`src/dcf77_pulse_and_frame_decoder_assert.svh`:
```
// assertion helpers shared by the decoder modules
`ifndef DCF77_PULSE_AND_FRAME_DECODER_ASSERT_SVH
`define DCF77_PULSE_AND_FRAME_DECODER_ASSERT_SVH

// same-cycle implication, checked out of reset
`define DCF_ASSERT_NOW(lbl, clk, rst_n, ante, cons) \
  lbl: assert property (@(posedge clk) disable iff (!rst_n) (ante) |-> (cons)) \
    else $error("dcf assertion failed");

// next-cycle implication, checked out of reset
`define DCF_ASSERT_NEXT(lbl, clk, rst_n, ante, cons) \
  lbl: assert property (@(posedge clk) disable iff (!rst_n) (ante) |=> (cons)) \
    else $error("dcf assertion failed");

`endif

```
`src/dcf_pkg.sv`:
```
package dcf_pkg;

  // event codes
  localparam logic [2:0] EV_NONE = 3'd0;
  localparam logic [2:0] EV_ZERO = 3'd1;
  localparam logic [2:0] EV_ONE  = 3'd2;
  localparam logic [2:0] EV_SEC  = 3'd3;
  localparam logic [2:0] EV_MIN  = 3'd4;
  localparam logic [2:0] EV_INV  = 3'd5;

  // pulse timing windows in ms
  localparam int unsigned ZERO_LO    = 70;
  localparam int unsigned ZERO_HI    = 130;
  localparam int unsigned ONE_LO     = 170;
  localparam int unsigned ONE_HI     = 230;
  localparam int unsigned SEC_LO     = 900;
  localparam int unsigned SEC_HI     = 1100;
  localparam int unsigned MIN_LO     = 1900;
  localparam int unsigned MIN_HI     = 2100;
  localparam int unsigned SILENCE_MS = 3000;

  // frame positions
  localparam logic [5:0] SEC_START   = 6'd20;
  localparam logic [5:0] SEC_MPAR    = 6'd28;
  localparam logic [5:0] SEC_MIN_END = 6'd27;
  localparam logic [5:0] SEC_HR_END  = 6'd34;
  localparam logic [5:0] SEC_DAY_END = 6'd41;
  localparam logic [5:0] SEC_WD_END  = 6'd44;
  localparam logic [5:0] SEC_MON_END = 6'd49;
  localparam logic [5:0] SEC_LAST    = 6'd63;
  localparam logic [6:0] MINUTE_MAX  = 7'd59;

  localparam int unsigned EVQ_DEPTH = 2;
  localparam int unsigned EVQ_AW    = $clog2(EVQ_DEPTH);

  typedef struct packed {
    logic        signal_level;
    logic [15:0] time_ms;
  } in_item_t;

  typedef struct packed {
    logic [2:0] event_res;
    logic       time_update;
    logic       sync_error;
    logic [6:0] out_minute;
    logic [5:0] out_hour;
    logic [5:0] out_day;
    logic [2:0] out_weekday;
    logic [4:0] out_month;
    logic [7:0] out_year;
  } out_item_t;

  // front to queue
  typedef struct packed {
    logic       push;
    logic [2:0] ev;
  } evq_wr_t;

  // queue to back
  typedef struct packed {
    logic       valid;
    logic [2:0] ev;
  } evq_rd_t;

  // bcd weight of each second of the frame
  function automatic logic [6:0] bit_weight(input logic [5:0] s);
    logic [6:0] w;
    case (s)
      6'd21, 6'd29, 6'd36, 6'd42, 6'd45, 6'd50: w = 7'd1;
      6'd22, 6'd30, 6'd37, 6'd43, 6'd46, 6'd51: w = 7'd2;
      6'd23, 6'd31, 6'd38, 6'd44, 6'd47, 6'd52: w = 7'd4;
      6'd24, 6'd32, 6'd39, 6'd48, 6'd53:        w = 7'd8;
      6'd25, 6'd33, 6'd40, 6'd49, 6'd54:        w = 7'd10;
      6'd26, 6'd34, 6'd41, 6'd55:               w = 7'd20;
      6'd27, 6'd56:                             w = 7'd40;
      6'd57:                                    w = 7'd80;
      default:                                  w = 7'd0;
    endcase
    return w;
  endfunction

endpackage

```
`src/dcf77_pulse_and_frame_decoder.sv`:
```
// channel | dir | handshake            | beat payload
// in_     | in  | in_valid / in_stall   | signal_level, time_ms
// out_    | out | out_valid / out_stall | event, update, sync, published time and date
//
// one beat in and one result beat out per cycle sustained while out_stall is low; a taken beat
// passes through the event queue into the output register, held there until out_stall is low
// the front classifies edges in the accept cycle, a two-entry event queue decouples it
// from the frame decoder, so in_stall rises only when that queue is full
// rst_n (synchronous) clears edge timing, sync, accumulators and published time to zero
module dcf77_pulse_and_frame_decoder #(
  parameter int unsigned TIME_WIDTH = 16
) (
  input  logic               clk,
  input  logic               rst_n,
  input  logic               in_valid,
  output logic               in_stall,
  input  dcf_pkg::in_item_t  in_item,
  output logic               out_valid,
  input  logic               out_stall,
  output dcf_pkg::out_item_t out_item
);

  dcf_pkg::evq_wr_t evq_wr;
  dcf_pkg::evq_rd_t evq_rd;
  logic             evq_full;
  logic             evq_pop;

  dcf_front #(
    .TIME_WIDTH(TIME_WIDTH)
  ) u_front (
    .clk      (clk),
    .rst_n    (rst_n),
    .in_valid (in_valid),
    .in_stall (in_stall),
    .in_item  (in_item),
    .evq_full (evq_full),
    .evq_wr   (evq_wr)
  );

  dcf_evq u_evq (
    .clk   (clk),
    .rst_n (rst_n),
    .wr    (evq_wr),
    .full  (evq_full),
    .pop   (evq_pop),
    .rd    (evq_rd)
  );

  dcf_back u_back (
    .clk       (clk),
    .rst_n     (rst_n),
    .evq_rd    (evq_rd),
    .evq_pop   (evq_pop),
    .out_valid (out_valid),
    .out_stall (out_stall),
    .out_item  (out_item)
  );

endmodule

```
`src/dcf_front.sv`:
```
module dcf_front #(
  parameter int unsigned TIME_WIDTH = 16
) (
  input  logic               clk,
  input  logic               rst_n,
  input  logic               in_valid,
  output logic               in_stall,
  input  dcf_pkg::in_item_t  in_item,
  input  logic               evq_full,
  output dcf_pkg::evq_wr_t   evq_wr
);

  logic                  prev_level_r, prev_level_nxt;
  logic [TIME_WIDTH-1:0] last_edge_r, last_edge_nxt;
  logic [TIME_WIDTH-1:0] last_fall_r, last_fall_nxt;
  logic [TIME_WIDTH-1:0] now;
  logic [TIME_WIDTH-1:0] d_fall;
  logic [TIME_WIDTH-1:0] d_edge;
  logic [2:0]            ev;
  logic                  accept;

  assign in_stall = evq_full;
  assign accept   = in_valid && !in_stall;
  assign now      = TIME_WIDTH'(in_item.time_ms);
  assign d_fall   = now - last_fall_r;
  assign d_edge   = now - last_edge_r;

  always_comb begin
    ev             = dcf_pkg::EV_NONE;
    prev_level_nxt = prev_level_r;
    last_edge_nxt  = last_edge_r;
    last_fall_nxt  = last_fall_r;
    if (in_item.signal_level != prev_level_r) begin
      if (!prev_level_r) begin
        // rising edge: low time decides the bit
        if (d_fall >= TIME_WIDTH'(dcf_pkg::ZERO_LO) && d_fall <= TIME_WIDTH'(dcf_pkg::ZERO_HI))
          ev = dcf_pkg::EV_ZERO;
        else if (d_fall >= TIME_WIDTH'(dcf_pkg::ONE_LO) && d_fall <= TIME_WIDTH'(dcf_pkg::ONE_HI))
          ev = dcf_pkg::EV_ONE;
        else
          ev = dcf_pkg::EV_INV;
      end else begin
        // falling edge: period since the previous falling edge
        if (d_fall >= TIME_WIDTH'(dcf_pkg::SEC_LO) && d_fall <= TIME_WIDTH'(dcf_pkg::SEC_HI))
          ev = dcf_pkg::EV_SEC;
        else if (d_fall >= TIME_WIDTH'(dcf_pkg::MIN_LO) && d_fall <= TIME_WIDTH'(dcf_pkg::MIN_HI))
          ev = dcf_pkg::EV_MIN;
        else
          ev = dcf_pkg::EV_INV;
        last_fall_nxt = now;
      end
      prev_level_nxt = in_item.signal_level;
      last_edge_nxt  = now;
    end else if (d_edge > TIME_WIDTH'(dcf_pkg::SILENCE_MS)) begin
      ev            = dcf_pkg::EV_INV;
      last_edge_nxt = now;
    end
  end

  assign evq_wr.push = accept;
  assign evq_wr.ev   = ev;

  always_ff @(posedge clk) begin
    if (!rst_n) begin
      prev_level_r <= 1'b0;
      last_edge_r  <= '0;
      last_fall_r  <= '0;
    end else if (accept) begin
      prev_level_r <= prev_level_nxt;
      last_edge_r  <= last_edge_nxt;
      last_fall_r  <= last_fall_nxt;
    end
  end

endmodule

```
`src/dcf_evq.sv`:
```
`include "dcf77_pulse_and_frame_decoder_assert.svh"

module dcf_evq (
  input  logic             clk,
  input  logic             rst_n,
  input  dcf_pkg::evq_wr_t wr,
  output logic             full,
  input  logic             pop,
  output dcf_pkg::evq_rd_t rd
);

  localparam int unsigned AW = dcf_pkg::EVQ_AW;

  logic [2:0]    mem_r [dcf_pkg::EVQ_DEPTH];
  logic [AW-1:0] wr_ptr_r, wr_ptr_nxt;
  logic [AW-1:0] rd_ptr_r, rd_ptr_nxt;
  logic [AW:0]   count_r, count_nxt;

  assign full     = (count_r == (AW+1)'(dcf_pkg::EVQ_DEPTH));
  assign rd.valid = (count_r != '0);
  assign rd.ev    = mem_r[rd_ptr_r];

  always_comb begin
    wr_ptr_nxt = wr_ptr_r;
    rd_ptr_nxt = rd_ptr_r;
    if (wr.push)
      wr_ptr_nxt = (wr_ptr_r == AW'(dcf_pkg::EVQ_DEPTH - 1)) ? '0 : wr_ptr_r + 1'b1;
    if (pop)
      rd_ptr_nxt = (rd_ptr_r == AW'(dcf_pkg::EVQ_DEPTH - 1)) ? '0 : rd_ptr_r + 1'b1;
    count_nxt = count_r + (AW+1)'(wr.push) - (AW+1)'(pop);
  end

  always_ff @(posedge clk) begin
    if (wr.push)
      mem_r[wr_ptr_r] <= wr.ev;
  end

  always_ff @(posedge clk) begin
    if (!rst_n) begin
      wr_ptr_r <= '0;
      rd_ptr_r <= '0;
      count_r  <= '0;
    end else begin
      wr_ptr_r <= wr_ptr_nxt;
      rd_ptr_r <= rd_ptr_nxt;
      count_r  <= count_nxt;
    end
  end

  `DCF_ASSERT_NOW(a_evq_no_overflow, clk, rst_n, wr.push, !full || pop)
  `DCF_ASSERT_NOW(a_evq_no_underflow, clk, rst_n, pop, rd.valid)
  `DCF_ASSERT_NOW(a_evq_count_bound, clk, rst_n, 1'b1, count_r <= (AW+1)'(dcf_pkg::EVQ_DEPTH))

endmodule

```
`src/dcf_back.sv`:
```
`include "dcf77_pulse_and_frame_decoder_assert.svh"

module dcf_back (
  input  logic               clk,
  input  logic               rst_n,
  input  dcf_pkg::evq_rd_t   evq_rd,
  output logic               evq_pop,
  output logic               out_valid,
  input  logic               out_stall,
  output dcf_pkg::out_item_t out_item
);

  logic       out_valid_r;
  logic [2:0] ev_r, ev_nxt;
  logic       upd_r, upd_nxt;
  logic [5:0] sec_r, sec_nxt;
  logic       in_sync_r, in_sync_nxt;
  logic       parity_r, parity_nxt;
  logic [6:0] minute_r, minute_nxt;
  logic [5:0] hour_r, hour_nxt;
  logic [5:0] day_r, day_nxt;
  logic [2:0] wday_r, wday_nxt;
  logic [4:0] month_r, month_nxt;
  logic [7:0] year_r, year_nxt;
  logic [6:0] pub_minute_r, pub_minute_nxt;
  logic [5:0] pub_hour_r, pub_hour_nxt;
  logic [5:0] pub_day_r, pub_day_nxt;
  logic [2:0] pub_wday_r, pub_wday_nxt;
  logic [4:0] pub_month_r, pub_month_nxt;
  logic [7:0] pub_year_r, pub_year_nxt;
  logic [6:0] w;
  logic       one;

  // the result register is free or being emptied this cycle
  assign evq_pop = evq_rd.valid && (!out_valid_r || !out_stall);
  assign w       = dcf_pkg::bit_weight(sec_r);
  assign one     = (evq_rd.ev == dcf_pkg::EV_ONE);

  always_comb begin
    ev_nxt         = ev_r;
    upd_nxt        = upd_r;
    sec_nxt        = sec_r;
    in_sync_nxt    = in_sync_r;
    parity_nxt     = parity_r;
    minute_nxt     = minute_r;
    hour_nxt       = hour_r;
    day_nxt        = day_r;
    wday_nxt       = wday_r;
    month_nxt      = month_r;
    year_nxt       = year_r;
    pub_minute_nxt = pub_minute_r;
    pub_hour_nxt   = pub_hour_r;
    pub_day_nxt    = pub_day_r;
    pub_wday_nxt   = pub_wday_r;
    pub_month_nxt  = pub_month_r;
    pub_year_nxt   = pub_year_r;
    if (evq_pop) begin
      ev_nxt  = evq_rd.ev;
      upd_nxt = 1'b0;
      if (evq_rd.ev == dcf_pkg::EV_MIN) begin
        if (in_sync_r && sec_r != '0) begin
          pub_minute_nxt = minute_r;
          pub_hour_nxt   = hour_r;
          pub_day_nxt    = day_r;
          pub_wday_nxt   = wday_r;
          pub_month_nxt  = month_r;
          pub_year_nxt   = year_r;
          upd_nxt        = 1'b1;
        end
        in_sync_nxt = 1'b1;
        sec_nxt     = '0;
      end else if (in_sync_r) begin
        case (evq_rd.ev)
          dcf_pkg::EV_SEC: begin
            if (sec_r != dcf_pkg::SEC_LAST)
              sec_nxt = sec_r + 6'd1;
          end
          dcf_pkg::EV_INV: begin
            in_sync_nxt = 1'b0;
          end
          dcf_pkg::EV_ZERO, dcf_pkg::EV_ONE: begin
            if (sec_r == dcf_pkg::SEC_START) begin
              // start-of-time bit must be 1; fresh frame fields, all but the hour
              if (!one)
                in_sync_nxt = 1'b0;
              parity_nxt = 1'b0;
              minute_nxt = '0;
              day_nxt    = '0;
              wday_nxt   = '0;
              month_nxt  = '0;
              year_nxt   = '0;
            end else if (sec_r == dcf_pkg::SEC_MPAR) begin
              if (one != parity_r || minute_r > dcf_pkg::MINUTE_MAX)
                in_sync_nxt = 1'b0;
              parity_nxt = 1'b0;
              hour_nxt   = '0;
            end else if (one && w != '0) begin
              parity_nxt = !parity_r;
              if (sec_r <= dcf_pkg::SEC_MIN_END)
                minute_nxt = minute_r + w;
              else if (sec_r <= dcf_pkg::SEC_HR_END)
                hour_nxt = hour_r + w[5:0];
              else if (sec_r <= dcf_pkg::SEC_DAY_END)
                day_nxt = day_r + w[5:0];
              else if (sec_r <= dcf_pkg::SEC_WD_END)
                wday_nxt = wday_r + w[2:0];
              else if (sec_r <= dcf_pkg::SEC_MON_END)
                month_nxt = month_r + w[4:0];
              else
                year_nxt = year_r + {1'b0, w};
            end
          end
          default: begin
          end
        endcase
      end
    end
  end

  always_ff @(posedge clk) begin
    if (!rst_n) begin
      out_valid_r  <= 1'b0;
      ev_r         <= dcf_pkg::EV_NONE;
      upd_r        <= 1'b0;
      sec_r        <= '0;
      in_sync_r    <= 1'b0;
      parity_r     <= 1'b0;
      minute_r     <= '0;
      hour_r       <= '0;
      day_r        <= '0;
      wday_r       <= '0;
      month_r      <= '0;
      year_r       <= '0;
      pub_minute_r <= '0;
      pub_hour_r   <= '0;
      pub_day_r    <= '0;
      pub_wday_r   <= '0;
      pub_month_r  <= '0;
      pub_year_r   <= '0;
    end else begin
      if (evq_pop)
        out_valid_r <= 1'b1;
      else if (!out_stall)
        out_valid_r <= 1'b0;
      ev_r         <= ev_nxt;
      upd_r        <= upd_nxt;
      sec_r        <= sec_nxt;
      in_sync_r    <= in_sync_nxt;
      parity_r     <= parity_nxt;
      minute_r     <= minute_nxt;
      hour_r       <= hour_nxt;
      day_r        <= day_nxt;
      wday_r       <= wday_nxt;
      month_r      <= month_nxt;
      year_r       <= year_nxt;
      pub_minute_r <= pub_minute_nxt;
      pub_hour_r   <= pub_hour_nxt;
      pub_day_r    <= pub_day_nxt;
      pub_wday_r   <= pub_wday_nxt;
      pub_month_r  <= pub_month_nxt;
      pub_year_r   <= pub_year_nxt;
    end
  end

  assign out_valid            = out_valid_r;
  assign out_item.event_res   = ev_r;
  assign out_item.time_update = upd_r;
  assign out_item.sync_error  = !in_sync_r;
  assign out_item.out_minute  = pub_minute_r;
  assign out_item.out_hour    = pub_hour_r;
  assign out_item.out_day     = pub_day_r;
  assign out_item.out_weekday = pub_wday_r;
  assign out_item.out_month   = pub_month_r;
  assign out_item.out_year    = pub_year_r;

  `DCF_ASSERT_NOW(a_upd_only_on_marker, clk, rst_n, out_valid && out_item.time_update, out_item.event_res == dcf_pkg::EV_MIN && !out_item.sync_error)
  `DCF_ASSERT_NOW(a_invalid_drops_sync, clk, rst_n, out_valid && out_item.event_res == dcf_pkg::EV_INV, out_item.sync_error)
  `DCF_ASSERT_NEXT(a_pub_held, clk, rst_n, evq_pop && evq_rd.ev != dcf_pkg::EV_MIN, $stable(pub_minute_r) && $stable(pub_year_r))

endmodule

```
`config.mk`:
```
export PLATFORM = sky130hd
export DESIGN_NAME = dcf77_pulse_and_frame_decoder
export DESIGN_NICKNAME = d
export VERILOG_FILES = /design/src/dcf_pkg.sv /design/src/dcf77_pulse_and_frame_decoder.sv /design/src/dcf_front.sv /design/src/dcf_evq.sv /design/src/dcf_back.sv
export VERILOG_INCLUDE_DIRS = /design/src /design/src/src
export SDC_FILE = /design/constraint.sdc
export NUM_CORES = 1
export LEC_CHECK = 0
export ABC_AREA = 1
export BUFFER_PORTS_ARGS = -buffer_cell sky130_fd_sc_hd__buf_4
export CORE_AREA = 2 2 124 126
export CTS_BUF_LIST = sky130_fd_sc_hd__clkbuf_4 sky130_fd_sc_hd__clkbuf_8
export CTS_CLUSTER_SIZE = 12
export DETAILED_ROUTE_END_ITERATION = 12
export DIE_AREA = 0 0 126 128
export PLACE_DENSITY = 0.81
export SYNTH_ARGS = -nofsm -noshare
export SYNTH_HDL_FRONTEND = slang
export SYNTH_SLANG_ARGS = --single-unit
```
`constraint.sdc`:
```
create_clock -name clk -period 2.9 [get_ports clk]
set_clock_uncertainty 0.05 [all_clocks]
set_input_delay 0.145 -clock clk [delete_from_list [all_inputs] [get_ports clk]]
set_output_delay 0.145 -clock clk [all_outputs]
set_load 0.05 [all_outputs]
```
==> flow_summary.yaml <==
run_status:
  status: "finished clean"
timing:
  fin_crit_sh: 0.9564
  final-hold-violation-count: 0
  hold_slack_ns: 0.04059
  maxSlewHeadroom: 0.4980
  setup_slack_ns: 0.1263
  fmax_mhz: 360.5
  period_minus_slack_ns: 2.774
  final-setup-viol-count: 0
  tightest_slew_ns: 0.7529
  finalSetupTns_ns: 0
  drv_slew: 0
setup_path:
  max_stage_delay_ns: 0.55
  worst_path_most_repeated_cell: "nand2_1"
  critPathBufInv: 4
  cp-end-kind: "register"
  cp.required_ns: 3.04
  worst-setup-path-type: "in2reg"
  critPathSlowestCell: "dlygate4sd3_1"
  start_kind: "input port"
  r2r-start: "u_front.last_fall_r[2]$_SDFFE_PN0P_"
  worst-path-max-fanout: 4
  worstPathArrival_ns: 2.92
  rrSetupSlack_ns: 0.24
  rr_endpoint: "u_evq.mem_r[1][0]$_DFFE_PP_"
  crit_chain: "dlygate4sd3_1 > buf_4 > inv_1 > ha_2 > fa_2 > inv_1 > nand3_1 > nand2_2 > nand3_2 > nand3_1 > nand2_1 > nand2_1 > nand2_1 > nor3_2 > nand2_1 > nand2_1 > nand3_1 > nand2_1 > nor2_1"
  crit_start: "in_item[0]"
  worst-r2r-cell-count: 19
  cpLargestDelayFamily: "simple AND/OR/NAND/NOR gates"
power:
  pwr-share-comb: 0.334
  leakagePower_nw: 5.154
  switching_share: 0.3777
  pwr-share-clk: 0.281
  power_density_mw_per_mm2: 512.7
  p_total_mw: 5.376
  p_int_mw: 3.346
  p_sw_mw: 2.030
  ir_drop_uv: 660.4
  power.share.sequential: 0.385
die:
  fp.coreArea_mm2: 0.01486
  die_w_um: 126
  die-area_mm2: 0.01613
  num_rows: 45
  die_h_um: 128
  io_pins: 63
  initial_utilization: 0.6152
place:
  dpl.hpwl_um: 17040
  dp_slack_ns: 0.08455
  port-buffer-count: 62
  routabilityCongestion: 0.8938
drt:
  routed_wl_um: 23220
  dr_total_vias: 9158
  routedWlPerCell_um: 13.73
  drtAntennaViolNets: 0
  viasPerCell: 5.416
  drt_iter0_markers: 614
  detail_route.first_pass.iterations: 5
  drcViolationCount: 0
job:
  maxCapViolCount: 0
hold_path:
  holdPathEnd: "u_front.last_fall_r[1]$_SDFFE_PN0P_"
  hold_path.class: "in2reg"
  min_from: "in_item[1]"
  hold_path_depth: 3
synth:
  netlist_area_mm2: 0.009145
  synthTopCellsByArea: "dfxtp_1, nand2_1, ha_1, inv_1, nor2_1"
  synth_fp_nets: 1505
  synth_edf_count: 6
  yosysUniqueCellTypes: 47
  synth.avg_cell_area_um2: 6.500
  yosys_warnings: 0
  syn-instance-count: 1407
  synth_seq_cells: 134
  synth_ff_type: "dfxtp_1"
  async_flop_share: 0
  ys_seq_area_frac: 0.2999
  synth_top_area_frac: 0.2802
  yosysTopAreaCell: "dfxtp_1"
cts:
  cts_made_buffers: 17
  clockBufferDepth: 2
  cts.root.buffer_cell: "clkbuf_8"
  cts_tree: "built"
  htree_levels: 4
  worstSkewPairLatency_ns: 0.45
  numClockSinks: 134
  path_clk_slew_ns: 0.08
layout:
  final_cell_mix: "nand2_1, inv_1, nor2_1"
  final_layout_size_suffix_gt1_frac: 0.1131
  antenna_cells: 0
  synthToLayoutAreaGrowth_pct: 14.65
  nNetsFinal: 1588
  utilization: 0.7054
  final_common_cell: "nand2_1"
grt:
  first_global_vias: 8428
  grt_max_degree: 80
  grt_pass1_wl_um: 39190
  antenna_found_initial: 0
  grt_usage: 0.2943
  overflow: 0
[state kept, by name, indices dropped and copies added, names as in the netlist, 7 cells and up, named ones only]
register	cells
u_front.last_fall_r	16
u_back.pub_minute_r	7
u_front.last_edge_r	16
u_back.pub_year_r	8
u_back.w	7
u_back.year_r	8
u_back.minute_r	7
[per-layer routing]
layer | part of all wire | vias up | track usage
met5 | 0 | - | 0
met4 | 0.021 | 0 | 0.09890
met3 | 0.060 | 43 | 0.05676
met2 | 0.46 | 279 | 0.4864
met1 | 0.46 | 4143 | 0.3882
li1 | - | 4693 | -
[worst min-delay path, cell delays in order]
cell	delay, ns
buf_4	0.11
inv_1	0.11
a21oi_1	0.14
[worst max-delay path by stage]
stage                     cells past startpoint  slack (ns)                                    to
after floorplan                              16        0.48           u_evq.mem_r[0][2]$_DFFE_PP_
after global placement                       18        0.20           u_evq.mem_r[0][0]$_DFFE_PP_
after detailed placement                     19        0.08   u_front.last_edge_r[5]$_SDFFE_PN0P_
after CTS                                    20        0.03   u_front.last_edge_r[5]$_SDFFE_PN0P_
after global routing                         21      -0.004  u_front.last_edge_r[12]$_SDFFE_PN0P_
final                                        19        0.13           u_evq.mem_r[1][0]$_DFFE_PP_
[cell usage after synthesis, types with 4 or more instances]
cell	number
nand2_1	338
inv_1	203
nor2_1	170
dfxtp_1	128
a21oi_1	122
nand3_1	100
o21ai_0	84
ha_1	69
clkbuf_1	28
xor2_1	19
nand4_1	16
nor3_1	13
xnor2_1	10
inv_2	9
fa_1	8
nand2_2	7
nand3b_1	7
a211oi_1	6
a31oi_1	6
edfxtp_1	6
o21ai_1	5
and2_1	4
clkinv_1	4
nor2_2	4
o21ai_2	4
o21bai_1	4
or2_2	4
[area by class of cell]
cell class | count | area [um2]
Multi-Input combinational cell | 1025 | 5548
Clock buffer | 20 | 262.8
Tap cell | 188 | 235.2
Timing Repair Buffer | 96 | 769.5
Fill cell | 1324 | 4379
Clock inverter | 12 | 115.1
Sequential cell | 134 | 2744
Inverter | 216 | 810.8
[power by group through the flow]
stage	sequential [mW]	clock, mW	combinational [mW]
2_1_floorplan	2.17	0	1.24
3_3_place_gp	2.11	0	1.66
3_5_place_dp	2.11	0	1.69
4_1_cts	2.07	1.54	1.72
5_1_grt	2.08	1.60	2.04
6_report	2.07	1.51	1.79
[logic make-up after synthesis]
| family | after synthesis | share of synthesized area |
|---|---|---|
| DFF | 134 | 0.2999 |
| adders and majority gates | 77 | 0.1119 |
| and+or+nand+nor | 674 | 0.3129 |
| buffers and inverters | 248 | 0.1026 |
| xor gates and xnor gates | 30 | 0.02955 |
| AOI/OAI and AO/OA | 244 | 0.1431 |
[through the flow]
stage,instances,instance area [um2]
after CTS,1689,10380
after global routing,1691,10490
after global placement,1639,9823
after detailed placement,1639,9823
final,1691,10490
after floorplan,1407,9145
[what timing repair did]
action,CTS,global route
hold buffers,18,0
gates resized for setup,0,25
hold endpoints to repair,19,0
buffers inserted,0,2
endpoints found under the setup margin,0,23
Power figures use the tool's default switching activity.
